## src/rtl/mvpa_ram.sv

```systemverilog
// generic simple dual-port ram with registered read
module mvpa_ram #(
	parameter int WIDTH = 32,
	parameter int DEPTH = 16
) (
	input  logic                     clk,
	input  logic                     we,
	input  logic [$clog2(DEPTH)-1:0] waddr,
	input  logic [WIDTH-1:0]         wdata,
	input  logic [$clog2(DEPTH)-1:0] raddr,
	output logic [WIDTH-1:0]         rdata
);

	logic [WIDTH-1:0] mem [DEPTH];

	always_ff @(posedge clk) begin
		if (we) begin
			mem[waddr] <= wdata;
		end
		rdata <= mem[raddr];
	end

endmodule

```

## config.mk

```make
export PLATFORM = sky130hd
export DESIGN_NAME = mvpa_ram
export DESIGN_NICKNAME = d
export VERILOG_FILES = /design/src/rtl/mvpa_ram.sv
export SDC_FILE = /design/constraint.sdc
export NUM_CORES = 1
export LEC_CHECK = 0
export BUFFER_PORTS_ARGS = -buffer_cell sky130_fd_sc_hd__buf_4
export CORE_MARGIN = 2
export CORE_UTILIZATION = 53
export CTS_CLUSTER_DIAMETER = 120
export DETAILED_ROUTE_END_ITERATION = 12
export GPL_TIMING_DRIVEN = 0
export PLACE_DENSITY = 0.76
export RECOVER_POWER = 25
export SLEW_MARGIN = 20
export SYNTH_ARGS = -nofsm -noshare
export SYNTH_HDL_FRONTEND = slang
export SYNTH_SLANG_ARGS = --single-unit
export TNS_END_PERCENT = 100
```

## constraint.sdc

```tcl
create_clock -name clk -period 3.15 [get_ports clk]
set_input_delay 0 -clock clk [delete_from_list [all_inputs] [get_ports clk]]
set_output_delay 0 -clock clk [all_outputs]
set_load 0.01 [all_outputs]
```

## Word-level counts from Yosys, hierarchy flattened

Memories as Yosys holds them, arrays and structs flattened. A register that Yosys moved wholly into a read port is not among the register bits.
Index checks and enable logic that the tools add are counted.

- Register bits: 0
- Output and inout bits: 32
- Logic and storage cells: 3
- Memories: 1
- Memory bits (writable): 512
- Bits of input ports: 42

- Muxes and demuxes: 2

Memories:

| name | depth | width | rd ports | clocked after memory_dff | write ports | line | source |
|---|---|---|---|---|---|---|---|
| mem | 16 | 32 | 1 | 1 | 1 | 14 | `logic [WIDTH-1:0] mem [DEPTH];` |

Operators by type and width:

| kind | number |
|---|---|
| $mux W1 | 2 |

## Depth between registers and ports, before layout

- Depth in word-level cells: 2
- Depth in mapped cells: 5
- Mapped depth without buffers: 3

## Worst setup path after synthesis

No wires, ideal clock.

- Kind: in2reg
- From: input waddr[2]
- To: memory mem[0][0] (enable)
- Arrival: 2.718 ns
- Required time: 2.689 ns
- Slack: -0.030 ns
- Library setup time: 0.461 ns
- Stages on the path: 2
- Buffers on the path: 0
- Cells stage by stage: or3b_2 nor3_1

RTL lines:

| item | line | source |
|---|---|---|
| start, declared | 8 | `input logic [$clog2(DEPTH)-1:0] waddr,` |
| end, declared | 14 |  |

Straight into the memory's write port.

## Worst setup path after layout

- From: input waddr[1]
- To: memory mem[1][22] (enable)

Straight into the memory's write port.

==> metrics <==
final core utilization 64.0%; critical path launch point waddr[1]; dominant cell type by area after synthesis edfxtp_1; startpoint types input pin; Via density 6.20; CP arrival 2.04 ns; largest net degree at the start of global routing 18; Die W 198 um; Yosys reg bits 544; Initial DRC Count 986; Synth top area share 77.4%; CTS tree built; Max Clock Freq 565 MHz; top cells by count, synth edfxtp_1, mux4_2, a22oi_1; Avg Inst Size Synth 23.7 sq um; post-route setup slack 1.38 ns; element type at the critical path end flop; cts hold-fix bufs 35; number of synthesized flops with an enable pin 512; CTS Buf Count 52; DRC errors left 0; Ys Warns 0; hold wc startpoint raddr[2]; area of the mapped netlist 19900 sq um; NumNets Final 1074; fin. max-slew vios 0; # clock sinks 544; Max-cap violations 0; worst slew pin tran 0.953 ns; Routed WL 43200 um; vias post-DR 9551; slew margin rel. 36.5%; cells taking the most area after synthesis edfxtp_1, mux4_2, dfxtp_1; vias in the first global route 9846; reg-to-reg slack, setup 1.68 ns; Yosys cell types 18; root buffer cell clkbuf_16; CP max stage delay 0.68 ns; GRT Util Overall 22.9%; top_reg_cell synth edfxtp_1; R2R Path Start mem[10][12]$_DFFE_PP_; # rows 70; IO Pins 74; RSZ-0062 raised after global routing false; critical path class in2reg; Initial Utilization 54.0%; Routed Antenna Nets 0; Post-Syn Instances 838; Min-Delay Endpoint rdata[31]$_DFF_P_; DR WL/cell 28.1 um; capture point of the worst reg-to-reg path rdata[12]$_DFF_P_; first-pass GRT wire length 63800 um; Seq/Total Area, Yosys 80.7%; GR Overflow Total 0; Worst-path clk slew 0.06 ns; Period minus WS final 1.77 ns; n_diodes 0; final hold vios 0; Layout area overhead 18.6%; Synthesized Nets 880; Hold Path Stages 4; total buffers and inverters traversed by the critical path 3; H-tree Lvls 2; drt first pass iters 5; post-detail-place hpwl 25600 um; Final period util 56.2%; CP cell instances dlygate4sd3_1 -> buf_4 -> nand2b_1 -> nor2_4 -> buf_12; latest clock arrival within the worst-skew pair 0.58 ns; share of layout cells above drive strength 1 29.8%; delay-heaviest family, CP simple AND/OR/NAND/NOR gates; R2R depth 3; Clock Path Buffers 3; Setup WS pre-CTS 1.21 ns; worst vdd ir 0.498 mV; power density cells 629 nW/um^2; Fin Setup TNS 0 ns; Hold Path Class in2reg; endpoints failing setup 0; PostCTS Resize Cnt 0; Slowest-stage cell, CP nor2_4; Fin Clk Skew 0.0140 ns; IO Port Bufs 71; CP required 3.42 ns; Die ar. 39000 sq um; GPL Wtd Cong 0.713; Die Height 198 um; CP max FO 17; most common cell in the netlist edfxtp_1; P_leak 7.61 nW; run status complete, no violations; initial antenna violation count 0; CORE AREA 36800 sq um; Post-synth ARST share 0%; post-CTS setup buffer count 0
worst max path at each step:
stage,cells after the start,end,slack (ns)
2_1_floorplan,2,mem[8][0]$_DFFE_PP_,0.27
3_3_place_gp,3,mem[12][25]$_DFFE_PP_,-2.25
3_5_place_dp,4,mem[1][22]$_DFFE_PP_,1.21
4_1_cts,5,mem[2][2]$_DFFE_PP_,1.43
5_1_grt,5,mem[1][2]$_DFFE_PP_,1.33
6_report,5,mem[1][22]$_DFFE_PP_,1.38
tightest hold or removal path, stage by stage:
cell	delay, ns
buf_4	0.12
nor2_1	0.13
a22oi_1	0.19
nand2_1	0.11
logic make-up after synthesis:
family | count (synthesis) | share of synthesized area, %
AOI/OAI and AO/OA | 64 | 2.42
muxes | 128 | 14.5
DFF | 544 | 80.7
buffers and inverters | 43 | 1.12
and+or+nand+nor | 59 | 1.27
placed cells by master, fill, tap and decap left out:
master and count:
a22oi_1 64, and2_1 1, buf_1 9, buf_12 3, buf_16 12, buf_2 4, buf_4 73, buf_6 5
buf_8 5, bufinv_16 1, clkbuf_1 53, clkbuf_16 53, clkbuf_8 7, clkinv_1 6, clkinv_2 9, clkinvlp_4 2
dfxtp_1 32, dlygate4sd3_1 35, edfxtp_1 512, mux4_2 128, nand2_1 33, nand2b_1 2, nand3_1 1, nand3b_1 2
nor2_1 1, nor2_4 12, nor2b_1 2, nor3_2 3, nor3_4 1, or3b_2 1
power by group:
part | switching [W] | internal [W] | total [W]
clock | 0.00252 | 0.00333 | 0.00585
sequential | 0.0000448 | 0.00809 | 0.00814
combinational | 0.000463 | 0.000369 | 0.000831
total | 0.00303 | 0.0118 | 0.0148
state kept, by name, indices dropped and copies added (netlist names):
register  flops
mem         512
rdata        32
through the flow:
stage / total power [W] / area [sq um] / hold slack (ns) / cells
final: 0.0148 / 23500 / 0.0454 / 1540
after floorplan: 0.00869 / 19900 / 0.0989 / 838
after global placement: 0.00903 / 21000 / 0.288 / 1377
after CTS: 0.0149 / 23600 / 0.00744 / 1540
after detailed placement: 0.00909 / 21700 / 0.294 / 1411
after global routing: 0.0152 / 23500 / 0.0451 / 1540
per-layer routing:
| metal | routed length [um] | global-route usage (%) | vias up | share of wire [%] |
|---|---|---|---|---|
| li1 | - | - | 3968 | - |
| met1 | 17200 | 31.3 | 5022 | 40 |
| met2 | 21900 | 38.8 | 494 | 51 |
| met3 | 3340 | 4.06 | 67 | 7.7 |
| met4 | 764 | 5.74 | 0 | 1.8 |
| met5 | 0 | 0 | - | 0 |
area by class of cell:
type / count / area (sq um)
flip-flops and latches: 544 / 16000
well taps: 468 / 586
plain buffers: 43 / 223
fillers: 2345 / 13200
clock inverters: 18 / 113
repair buffers: 140 / 1390
multi-input cells: 251 / 3730
clock buffers: 76 / 1480
Power figures use the tool's default switching activity.
